===== src/rtl/core/kmc_ram.sv =====
// Generic simple dual-port RAM: one write port, one registered read port.
// No dependencies.
module kmc_ram #(
  parameter int WIDTH = 16,
  parameter int DEPTH = 256,
  parameter int AW    = (DEPTH > 1) ? $clog2(DEPTH) : 1
) (
  input  logic             clk,
  input  logic             we,
  input  logic [AW-1:0]    waddr,
  input  logic [WIDTH-1:0] wdata,
  input  logic [AW-1:0]    raddr,
  output logic [WIDTH-1:0] rdata
);

  logic [WIDTH-1:0] mem [DEPTH];

  always_ff @(posedge clk) begin
    if (we) begin
      mem[waddr] <= wdata;
    end
    rdata <= mem[raddr];
  end

endmodule


===== config.mk =====
export PLATFORM = sky130hd
export DESIGN_NAME = kmc_ram
export DESIGN_NICKNAME = d
export VERILOG_FILES = /design/src/rtl/core/kmc_ram.sv
export SDC_FILE = /design/constraint.sdc
export NUM_CORES = 2
export LEC_CHECK = 0
export BUFFER_PORTS_ARGS = -buffer_cell sky130_fd_sc_hd__buf_2
export CAP_MARGIN = 30
export CORE_MARGIN = 2
export CORE_UTILIZATION = 35
export CTS_BUF_LIST = sky130_fd_sc_hd__clkbuf_16
export DETAILED_ROUTE_END_ITERATION = 7
export MAX_ROUTING_LAYER = met4
export SLEW_MARGIN = 10
export SYNTH_ARGS = -nofsm -noshare
export SYNTH_HDL_FRONTEND = slang
export SYNTH_SLANG_ARGS = --single-unit

===== constraint.sdc =====
create_clock -name clk -period 3.33 [get_ports clk]
set_clock_uncertainty 0.05 [all_clocks]
set_input_delay 0.8325 -clock clk [delete_from_list [all_inputs] [get_ports clk]]
set_output_delay 0.8325 -clock clk [all_outputs]
set_load 0.005 [all_outputs]

==> results.sh <==
export IMPL_status="finished, final reports clean"
export IMPL_grt_max_degree=112
export IMPL_routedWlPerCell_um=29.6
export IMPL_place_gp_congestion=0.893
export IMPL_p_leak_nw=59.9
export IMPL_hpwl_mm=273
export IMPL_ys_seq_elements=4112
export IMPL_avgSynthCellArea_um2=21.6
export IMPL_hp_class="in2reg"
export IMPL_die_area_um2=459000
export IMPL_drt_iter0_markers=10563
export IMPL_peakVddDrop_mv=0.488
export IMPL_initial_core_util=0.351
export IMPL_hold_slack_ps=205
export IMPL_setup_viol=0
export IMPL_power_mw=108
export IMPL_fillers=38904
export IMPL_htree_num_levels=5
export IMPL_ioPinCount=50
export IMPL_via_count=80464
export IMPL_postCtsSetupRepairBufs=0
export IMPL_drt_vias_per_instance=5.50
export IMPL_p_per_area_nw_per_um2=579
export IMPL_drt_wl_total_mm=434
export IMPL_drive_above_1_share=0.294
export IMPL_finalHoldViolations=0
export IMPL_drt_first_pass_iters=6
export IMPL_max_slew_margin_rel=0.289
export IMPL_drc=0
export IMPL_crit_arrival_ps=4000
export IMPL_coreArea_um2=452000
export IMPL_cp_data_required_time_ps=4100
export IMPL_die_x_um=677
export IMPL_grt_usage=0.190
export IMPL_yosysTopAreaCell="edfxtp_1"
export IMPL_clkSinkCount=4112
export IMPL_globalRoute_totalOverflow=0
export IMPL_multi_input_area_um2=32900
export IMPL_ant_nets=0
export IMPL_dp_cells=13896
export IMPL_grt_pass1_wl_mm=609
export IMPL_crit_path_start_kind="primary input"
export IMPL_num_rows=247
export IMPL_tightest_slew_ps=1040
export IMPL_yosysWarnings=0
export IMPL_clk_latency_ps=1010
export IMPL_clk_path_buf_depth=4
export IMPL_seqCellArea_um2=123000
export IMPL_finalNetCount=8355
export IMPL_cts_made_buffers=400
export IMPL_syn_cell_area_um2=159000
export IMPL_synth_top_area_share=0.775
export IMPL_antenna_found_initial=31
export IMPL_fmax_mhz=309
export IMPL_rsz0062_at_grt="false"
export IMPL_ys_seq_area_frac=0.777
export IMPL_fin_crit_sh=0.970
export IMPL_synth_cells=7360
export IMPL_maxSlewViolCount=0
export IMPL_io_buffers=49
export IMPL_fin_cells=14639
export IMPL_fin_util=0.412
export IMPL_finalCriticalPeriod_ps=3230
export IMPL_cts_tree="built"
export IMPL_syn_num_nets=7394
export IMPL_dieHeight_um=677
export IMPL_path_clk_slew_ps=60
export IMPL_area_delta_synth_final_pct=17.4
export IMPL_drv_cap=0
export IMPL_critPathKind="in2reg"
export IMPL_clockRootBuffer="clkbuf_16"
export IMPL_cp_max_fo=48
export IMPL_critPathCaptureType="flip-flop"
export IMPL_ys_types=52
export IMPL_grt_pass1_vias=80682
export IMPL_synth_area_top_cells="edfxtp_1, mux4_2, mux2i_1"
path summary, 6_finish.rpt:
check | startpoint | endpoint | slack (ps) | depth (start not counted)
worst max-delay path | raddr[0] | rdata[10] | 100 | 9
worst min-delay path | wdata[2] | mem[233][2] | 200 | 1
worst max register to register | mem[23][2] | rdata[2] | 410 | 5
worst min register to register | mem[209][5] | rdata[5] | 1050 | 6
through the flow:
step	TNS (ps)	setup WS, ps	instance area, µm²
final	0	98.7	186000
after global routing	0	25.7	186000
after CTS	0	44.6	186000
after detailed placement	-11630	-1140	173000
after global placement	-11410	-1230	173000
after floorplan	0	282	159000
critical path, cell delays in order:
cell	delay, ps
buf_12	180
buf_12	230
buf_12	350
mux4_2	610
mux4_2	470
a22o_1	310
o32ai_1	640
buf_4	260
nor4_1	50
flip-flops by register name (all words and copies together) (netlist names):
signal and count:
rdata 16, mem 4096
where the power goes:
| group | total [mW] | internal [mW] | switching (mW) |
|---|---|---|---|
| registers | 57.2 | 57.0 | 0.131 |
| logic | 5.93 | 2.29 | 3.64 |
| clock network | 44.7 | 25.2 | 19.5 |
| total | 108 | 84.5 | 23.3 |
cells in the mapped netlist (all sizes together):
library cell and instances:
edfxtp 4096, mux4 797, mux2i 565, nor2 304
o221ai 253, clkbuf 230, buf 222, a21oi 175
o22ai 148, nor3 92, mux2 88, a22oi 43
nand2 38, o21ai 38, nand3 35, a22o 32
a221oi 28, nand4 26, o32ai 21, a211oi 18
nor4 18, dfxtp 16, o31ai 16, and3 11
nor2b 9, a2111oi 6, a31oi 6, or2 5
inv 4, nand2b 3, nand4b 3, a21o 2
and2 2, and4 2, nor4bb 2, or3 2
nand3b 1, nor3b 1, or3b 1, or4b 1
per-layer routing:
metal	part of all wire	track usage
met1	0.39	0.245
met2	0.49	0.307
met4	0.035	0.0595
met3	0.083	0.0324
met5	0	-
cells in the final DEF, fill, tap and decap left out, types with 32 or more instances in the layout:
master / instances
a21oi_1: 172
a22o_1: 32
a22oi_1: 43
buf_12: 159
buf_4: 804
bufinv_16: 39
clkbuf_16: 405
clkinv_1: 96
clkinv_2: 77
edfxtp_1: 4096
inv_1: 70
mux2_2: 88
mux2i_1: 565
mux4_2: 797
nand2_1: 37
nor2_1: 255
nor2_2: 49
nor3_1: 90
o21ai_0: 37
o221ai_1: 251
o22ai_1: 148
layout make-up:
cell class | count | share of cell area
Clock buffer | 405 | 0.0544
Antenna cell | 12 | 0.000161
Multi-Input combinational cell | 2792 | 0.177
Inverter | 4 | 0.000148
Sequential cell | 4112 | 0.662
Clock inverter | 327 | 0.0151
Tap cell | 5976 | 0.0401
Timing Repair Buffer | 1011 | 0.0517
timing repair:
item | in CTS | in global routing
hold buffers | 0 | 0
gates resized for setup | 4 | 1
cloned | 0 | 0
pin swaps | 2 | 2
endpoints found under the setup margin | 2 | 2
cells by family (layout without fill, tap and decap cells):
family          after synthesis  count (layout)  share of synthesized area
buf+inv                     456            1747                     0.0169
mux                        1450            1450                      0.155
other cells                   0              12                          0
flops                      4112            4112                      0.777
simple gates                556             556                     0.0157
compound gates              786             786                     0.0354
Note: power is estimated with default switching activity, not from simulation.
