`config.mk`:
```
export PLATFORM = sky130hd
export DESIGN_NAME = kmc_div
export DESIGN_NICKNAME = d
export VERILOG_FILES = /design/src/rtl/core/kmc_pkg.sv /design/src/rtl/core/kmc_div.sv
export SDC_FILE = /design/constraint.sdc
export NUM_CORES = 1
export LEC_CHECK = 0
export BUFFER_PORTS_ARGS = -buffer_cell sky130_fd_sc_hd__buf_4
export CAP_MARGIN = 10
export CELL_PAD_IN_SITES_DETAIL_PLACEMENT = 1
export CELL_PAD_IN_SITES_GLOBAL_PLACEMENT = 2
export CORE_ASPECT_RATIO = 0.6
export CORE_UTILIZATION = 38
export DETAILED_ROUTE_END_ITERATION = 8
export PLACE_DENSITY = 0.95
export SYNTH_ARGS = -nofsm -noshare
export SYNTH_HDL_FRONTEND = slang
export SYNTH_SLANG_ARGS = --single-unit
export TNS_END_PERCENT = 30
```
`constraint.sdc`:
```
create_clock -name clk -period 6.6 [get_ports clk]
set_input_delay 0.99 -clock clk [delete_from_list [all_inputs] [get_ports clk]]
set_output_delay 0.99 -clock clk [all_outputs]
set_load 0.01 [all_outputs]
```
`src/rtl/core/kmc_pkg.sv`:
```
// Shared types, codes and widths of the k-means clustering engine.
// Used by kmc_div and kmeans_clustering; depends on nothing.
package kmc_pkg;

  localparam int DEF_MAX_POINTS   = 1024;
  localparam int DEF_MAX_DIMS     = 16;
  localparam int DEF_MAX_CLUSTERS = 16;

  localparam int COORD_W    = 16;
  localparam int SQ_W       = 36;
  localparam int CFG_IDX_W  = 3;
  localparam int CFG_DATA_W = 36;
  localparam int IN_TDATA_W = 40;
  localparam int OUT_TDATA_W = 88;

  localparam logic [SQ_W-1:0] SQ_LIMIT = '1;

  localparam logic [2:0] OP_WR_POINT = 3'd0;
  localparam logic [2:0] OP_WR_CENT  = 3'd1;
  localparam logic [2:0] OP_RUN      = 3'd2;
  localparam logic [2:0] OP_RD_CLASS = 3'd3;
  localparam logic [2:0] OP_RD_CENT  = 3'd4;

  localparam logic [CFG_IDX_W-1:0] CFG_NUM_POINTS   = 3'd0;
  localparam logic [CFG_IDX_W-1:0] CFG_NUM_DIMS     = 3'd1;
  localparam logic [CFG_IDX_W-1:0] CFG_NUM_CLUSTERS = 3'd2;
  localparam logic [CFG_IDX_W-1:0] CFG_MAX_ITER     = 3'd3;
  localparam logic [CFG_IDX_W-1:0] CFG_MIN_CHANGES  = 3'd4;
  localparam logic [CFG_IDX_W-1:0] CFG_SHIFT_THR    = 3'd5;

  localparam logic [1:0] REASON_CHANGES = 2'd0;
  localparam logic [1:0] REASON_ITER    = 2'd1;
  localparam logic [1:0] REASON_SHIFT   = 2'd2;

  typedef enum logic [3:0] {
    S_CLEAR, S_IDLE, S_RD, S_OUT,
    S_A_ISSUE, S_A_MUL, S_A_ACC, S_A_CLS,
    S_U_ISSUE, S_U_ACC, S_U_DIV, S_U_WAIT, S_U_MUL, S_U_SH,
    S_STOP
  } state_t;

  typedef enum logic [1:0] {
    K_ZERO, K_CLASS, K_CENT, K_RUN
  } kind_t;

endpackage

```
`src/rtl/core/kmc_div.sv`:
```
// Radix-2 restoring divider, signed dividend by unsigned divisor, quotient
// truncated toward zero. Depends on kmc_pkg.
module kmc_div #(
  parameter int NUM_W = 27,
  parameter int DEN_W = 11
) (
  input  logic                         clk,
  input  logic                         rst,
  input  logic                         start,
  input  logic signed [NUM_W-1:0]      num,
  input  logic [DEN_W-1:0]             den,
  output logic                         done,
  output logic signed [kmc_pkg::COORD_W-1:0] quo
);
  import kmc_pkg::*;

  localparam int CW = $clog2(NUM_W + 1);

  logic             busy;
  logic [CW-1:0]    count;
  logic [DEN_W:0]   rem;
  logic [DEN_W:0]   rem_sh;
  logic [NUM_W-1:0] q;
  logic [NUM_W-1:0] q_signed;
  logic             neg;

  assign rem_sh   = {rem[DEN_W-1:0], q[NUM_W-1]};
  assign q_signed = neg ? (~q + 1'b1) : q;
  assign quo      = COORD_W'(q_signed);

  always_ff @(posedge clk) begin
    if (rst) begin
      busy <= 1'b0;
      done <= 1'b0;
    end else begin
      done <= 1'b0;
      if (start) begin
        busy  <= 1'b1;
        neg   <= num[NUM_W-1];
        q     <= num[NUM_W-1] ? (~num + 1'b1) : num;
        rem   <= '0;
        count <= CW'(NUM_W);
      end else if (busy) begin
        if (rem_sh >= {1'b0, den}) begin
          rem <= rem_sh - {1'b0, den};
          q   <= {q[NUM_W-2:0], 1'b1};
        end else begin
          rem <= rem_sh;
          q   <= {q[NUM_W-2:0], 1'b0};
        end
        count <= count - 1'b1;
        if (count == CW'(1)) begin
          busy <= 1'b0;
          done <= 1'b1;
        end
      end
    end
  end

  assert property (@(posedge clk) disable iff (rst) start |=> busy)
    else $error("divider did not start");
  assert property (@(posedge clk) disable iff (rst) done |-> !busy)
    else $error("divider done while busy");
  assert property (@(posedge clk) disable iff (rst) done |=> !done)
    else $error("divider done longer than one cycle");

endmodule

```
==> flow_summary.yaml, run 1 <==
timing:
  period_needed_ns: 3.342
  finalSetupTns_ns: 0
  final_max_slew_viol_count: 0
  final-setup-viol-count: 0
  fin_crit_sh_pct: 50.64
  hold_viol: 0
  fmax_ghz: 0.2992
  max-slew-margin-rel_pct: 54.75
  tightest_slew_ns: 0.6735
  rsz0062_at_grt: "false"
  clock_skew_ns: 0.007787
  fin_ws_ns: 3.258
power_and_ir_drop:
  powerDensity_nw_per_um2: 218.8
  vdd_drop_max_mv: 0.1031
  leakagePower_nw: 1.604
  finalPower_uw: 886.6
synth:
  synth_edf_count: 44
  netlist.area_leader.share_pct: 38.98
  synthCells: 362
  ys_async_sr_fraction_pct: 0
  ys_types: 55
  syn_area_per_cell_um2: 9.363
  synthTopCellsByArea: "edfxtp_1 (39%), xnor2_1 (5.9%), xor2_1 (5.9%)"
  yosys.cell_count.top_type: "edfxtp_1"
  yosys_most_used_dff: "edfxtp_1"
  ys_seq_area_share_pct: 40.16
  yosys_warnings: 0
  ys_ff_latch: 46
  synth_top_cell_by_area: "edfxtp_1"
  synth_nets: 419
  synth_common_cells: "edfxtp_1 (44), a21oi_1 (40), nor2_1 (40), nand2_1 (28)"
  synthesis.area_um2: 3390
route:
  drt-total-wl_um: 9072
  via_count: 2868
  wl_per_cell_um: 17.28
  drc: 0
  via_per_inst: 5.463
  ant_nets: 0
  drt_iter0_markers: 193
  firstDrtPassIters: 4
placed_design:
  gp_congestion: 0.8148
  dpl_worst_slack_ns: 3.374
  placedInstanceArea_um2: 3905
  post-place-cells: 517
  hpwl_um: 6881
  io_buffers: 57
floorplan:
  initial_core_util_pct: 39.47
  die_area_um2: 9314
  io_pins: 58
  dieHeight_um: 75.16
  rows: 26
  core_area_um2: 8588
  die-width_um: 123.9
critical_path:
  crit_path_start_kind: "flip-flop"
  cp_max_fo: 4
  cp-end-kind: "primary output"
  cpLargestDelayFamily: "simple AND/OR/NAND/NOR gates"
  worst_path_largest_cell_delay_ns: 0.63
  worst_ep_required_time_ns: 5.61
  cp.arrival_ns: 2.35
  cp_slowest_cell: "nor4_1"
  critPathBufInv: 1
  worstPathCellList: "nor4_1 > nand3_1 > o41ai_1 > xnor2_1 > buf_4"
  crit_type: "flip-flop to primary output"
finish:
  design_area_um2: 4051
  drive_above_1_share_pct: 20.10
  nNetsFinal: 469
  n_fill_cell: 1008
  synthToLayoutAreaGrowth_pct: 19.53
  multi_input_area_um2: 1889
  antenna-diode-count: 0
  fin_cells: 525
  seq_area_um2: 1361
hold_path:
  hp-class: "flip-flop to flip-flop"
grt:
  antenna_found_initial: 0
  grt_max_degree: 64
  grt_pass1_wl_um: 14640
  first_global_vias: 2825
  grt.overflow.total: 0
  track_usage_pct: 20.97
clocking:
  cts_setup_buffers: 0
  clk_path_buf_depth: 2
  path_clk_slew_ns: 0.07
  cts_made_buffers: 5
  cts_sinks: 46
  htreeDepth: 2
  tritoncts: "yes"
  holdBufCountCts: 0
  clk_latency_ns: 0.29
  ctsResizeCount: 0
  root_buffer: "clkbuf_16"
run_status:
  status: "completed"
job:
  max-cap-violations: 0
path summary, 6_finish.rpt:
path | start | endpoint | slack [ns] | cells after the start
worst max-delay path | q[6] | quo[13] | 3.26 | 5
worst min-delay path | busy | done | 0.48 | 1
worst max register to register | q[26] | rem[0] | 4.02 | 9
worst min register to register | busy | done | 0.48 | 1
flip-flops by register name (all words and copies together) (netlist names):
register  flops
q            27
done          1
rem          11
neg           1
busy          1
count         5
kinds of logic after synthesis:
| group | after synthesis | share of synthesized area [%] |
|---|---|---|
| flip-flops | 46 | 40.16 |
| AO/OA/AOI/OAI | 100 | 18.94 |
| adder cells (fa/ha/maj) | 16 | 6.128 |
| AND/OR/NAND/NOR | 117 | 18.27 |
| XOR/XNOR | 46 | 11.89 |
| buffers and inverters | 36 | 4.319 |
| multiplexers | 1 | 0.2953 |
layout by cell type (no fill, tap or decap), drive strengths merged, types with 2 or more instances in the layout:
| cell | instances |
|---|---|
| buf | 58 |
| nand3b | 3 |
| xor2 | 23 |
| o41ai | 5 |
| inv | 21 |
| clkbuf | 5 |
| or4 | 3 |
| nand2 | 28 |
| nand3 | 9 |
| ha | 15 |
| edfxtp | 44 |
| nor2 | 41 |
| nand2b | 8 |
| o31ai | 11 |
| o211ai | 4 |
| a21oi | 40 |
| nor4 | 4 |
| xnor2 | 23 |
| o21ai | 23 |
| or3 | 4 |
| a21o | 2 |
| nor3 | 6 |
| dfxtp | 2 |
| o211a | 2 |
| a211oi | 3 |
| nand4b | 2 |
| nand4 | 2 |
| o21a | 4 |
| nor2b | 3 |
| clkinv | 2 |
power by group:
group | total (mW) | switching [mW] | internal (mW)
combinational | 0.258 | 0.144 | 0.114
sequential | 0.372 | 0.0194 | 0.353
clock | 0.257 | 0.116 | 0.141
total | 0.887 | 0.280 | 0.607
routing by layer:
layer,track usage (%),routed length (µm),up-vias
met3,4.470,424,6
li1,-,-,1412
met5,0,0,-
met4,3.968,45,0
met2,30.43,3826,56
met1,32.02,4776,1394
cell type report:
class | instances | share of cell area, %
tap | 112 | 3.459
sequential | 46 | 33.60
clock inverter | 3 | 0.5250
timing repair buffer | 58 | 10.75
clock buffer | 5 | 3.088
inverter | 21 | 1.946
multi-input combinational | 280 | 46.63
metrics by stage:
step,hold WS (ns),util (%)
2_1_floorplan,0.4600,-
3_3_place_gp,0.4702,45.47
3_5_place_dp,0.4748,45.47
4_1_cts,0.4849,47.17
5_1_grt,0.5199,47.17
6_report,0.4831,47.17
Note: power is estimated with default switching activity, not from simulation.
==> inputs of run 2 (changes only) <==
--- a/config.mk
+++ b/config.mk
@@ -10,9 +10,9 @@
 export CELL_PAD_IN_SITES_DETAIL_PLACEMENT = 1
 export CELL_PAD_IN_SITES_GLOBAL_PLACEMENT = 2
 export CORE_ASPECT_RATIO = 0.6
-export CORE_UTILIZATION = 38
+export CORE_UTILIZATION = 35
 export DETAILED_ROUTE_END_ITERATION = 8
-export PLACE_DENSITY = 0.95
+export PLACE_DENSITY = 0.9
 export SYNTH_ARGS = -nofsm -noshare
 export SYNTH_HDL_FRONTEND = slang
 export SYNTH_SLANG_ARGS = --single-unit
==> constraint.sdc (replaced) <==
create_clock -name clk -period 3.45 [get_ports clk]
set_input_delay 0.5175 -clock clk [delete_from_list [all_inputs] [get_ports clk]]
set_output_delay 0.5175 -clock clk [all_outputs]
set_load 0.01 [all_outputs]
==> run 2 against run 1 <==
Compared with the run above:
- sequential power increased by 91%
- largest cell class unchanged
- design area increased by 1.2%
- sequential share of layout area decreased by 0.41 points
- die area increased by 8.4%
- cell count increased by 3.6%
- via count increased by 0.87%
- clock power increased by 110%
- critical endpoint unchanged
- core utilization decreased by 3.0 points
- register-to-register slack got worse by 3.2 ns
==> flow_summary.yaml, run 2 (synthesized netlist as in run 1, its figures left out) <==
critical_path:
  r2r_cells: 9
  rrSetupSlack_ns: 0.84
  cp_max_fo: 4
  rr_startpoint: "q[26]"
  crit_path_start_kind: "flip-flop"
  timing.rr.end: "rem[10]"
  crit_type: "flip-flop to primary output"
  critPathBufInv: 1
  worst_ep_required_time_ns: 2.93
  cp_slowest_cell: "nor4_1"
  worst_path_largest_cell_delay_ns: 0.59
  worstPathCellList: "nor4_1 > nand3_1 > o41ai_1 > xnor2_1 > buf_4"
  cp.arrival_ns: 2.32
  cpLargestDelayFamily: "simple AND/OR/NAND/NOR gates"
  cp-end-kind: "primary output"
finish:
  synthToLayoutAreaGrowth_pct: 21.00
  largest-register: "q"
  final_common_cell: "buf_4"
  design_area_um2: 4101
  drive_above_1_share_pct: 20.29
  nNetsFinal: 470
  multi_input_area_um2: 1889
  antenna-diode-count: 0
  top_regs: "q: 27 flops, rem: 11 flops, count: 5 flops"
  final_cell_mix: "buf_4 (59), edfxtp_1 (44), a21oi_1 (40)"
  largest_reg_flops: 27
  n_fill_cell: 1084
  seq_area_um2: 1361
grt:
  antenna_found_initial: 0
  track_usage_pct: 19.72
  grt_pass1_wl_um: 15410
  first_global_vias: 2979
  grt.overflow.total: 0
  grt_max_degree: 64
hold_path:
  hold_depth: 2
  hp-class: "primary input to flip-flop"
  hold_end: "done"
  holdCritStartpoint: "rst"
timing:
  period_needed_ns: 2.834
  clock_skew_ns: 0.004484
  fmax_ghz: 0.3528
  hold_viol: 0
  final_max_slew_viol_count: 0
  final-setup-viol-count: 0
  finalSetupTns_ns: 0
  rsz0062_at_grt: "false"
  tightest_slew_ns: 0.6456
  max-slew-margin-rel_pct: 56.96
  fin_crit_sh_pct: 82.16
clocking:
  cts_sinks: 46
  tritoncts: "yes"
  root_buffer: "clkbuf_16"
  clk_latency_ns: 0.29
  cts_setup_buffers: 0
  htreeDepth: 2
  clk_path_buf_depth: 2
  holdBufCountCts: 0
  path_clk_slew_ns: 0.06
  cts_made_buffers: 5
  ctsResizeCount: 0
floorplan:
  dieHeight_um: 78.23
  die-width_um: 129.0
  io_pins: 58
  core_area_um2: 9290
  rows: 27
  initial_core_util_pct: 36.48
  die_area_um2: 10090
placed_design:
  io_buffers: 57
  hpwl_um: 7144
  gp_congestion: 0.8492
  placedInstanceArea_um2: 3935
route:
  drt-total-wl_um: 9482
  via_per_inst: 5.318
  firstDrtPassIters: 4
  via_count: 2893
  drt_iter0_markers: 161
  ant_nets: 0
  wl_per_cell_um: 17.43
  drc: 0
power_and_ir_drop:
  powerDensity_nw_per_um2: 426.4
  leakagePower_nw: 1.623
  vdd_drop_max_mv: 0.1781
run_status:
  status: "completed"
job:
  max-cap-violations: 0
==> run 2: cell count changes in the layout (fill, tap and decap cells not counted) <==
cell / previous run / this run
buf_4: 58 / 59
clkbuf_8: 0 / 3
clkinv_2: 1 / 0
clkinv_4: 1 / 0
clkinvlp_4: 1 / 0
==> run 2: final cells by class <==
type	count	share of cell area (%)
clock buffers	8	4.057
repair buffers	59	10.80
inverters	21	1.922
well taps	130	3.966
flip-flops and latches	46	33.19
multi-input cells	280	46.06
==> run 2: stage by stage <==
step                      hold slack (ns)  worst slack (ns)  std cells  total power [mW]  util, %
after floorplan                    0.4600            0.3460        362             1.038        -
after global placement             0.4845            0.7993        536             1.196    42.36
after detailed placement           0.4934            0.6036        536             1.220    42.36
after CTS                          0.4446            0.6505        544             1.760    44.15
after global routing               0.4467            0.5242        544             1.840    44.15
final                              0.4643            0.6155        544             1.749    44.15
==> run 2: worst max-delay path by stage <==
stage,start,end,cells past startpoint
2_1_floorplan,start,count[0],3
3_3_place_gp,den[0],rem[9],9
3_5_place_dp,den[0],rem[10],9
4_1_cts,q[6],quo[13],5
5_1_grt,q[6],quo[13],5
6_report,q[6],quo[13],5
==> run 2: per-layer routing <==
layer  GRT usage (%)  routed length (µm)  up-vias
met2           31.19                4196       48
met4           2.588                  10        0
li1                -                   -     1408
met3           4.294                 378        2
met1           28.15                4897     1435
met5               0                   0        -
==> run 2: power breakdown <==
| group | switching (mW) | internal (mW) |
|---|---|---|
| combinational | 0.283 | 0.218 |
| clock | 0.207 | 0.328 |
| sequential | 0.0369 | 0.675 |
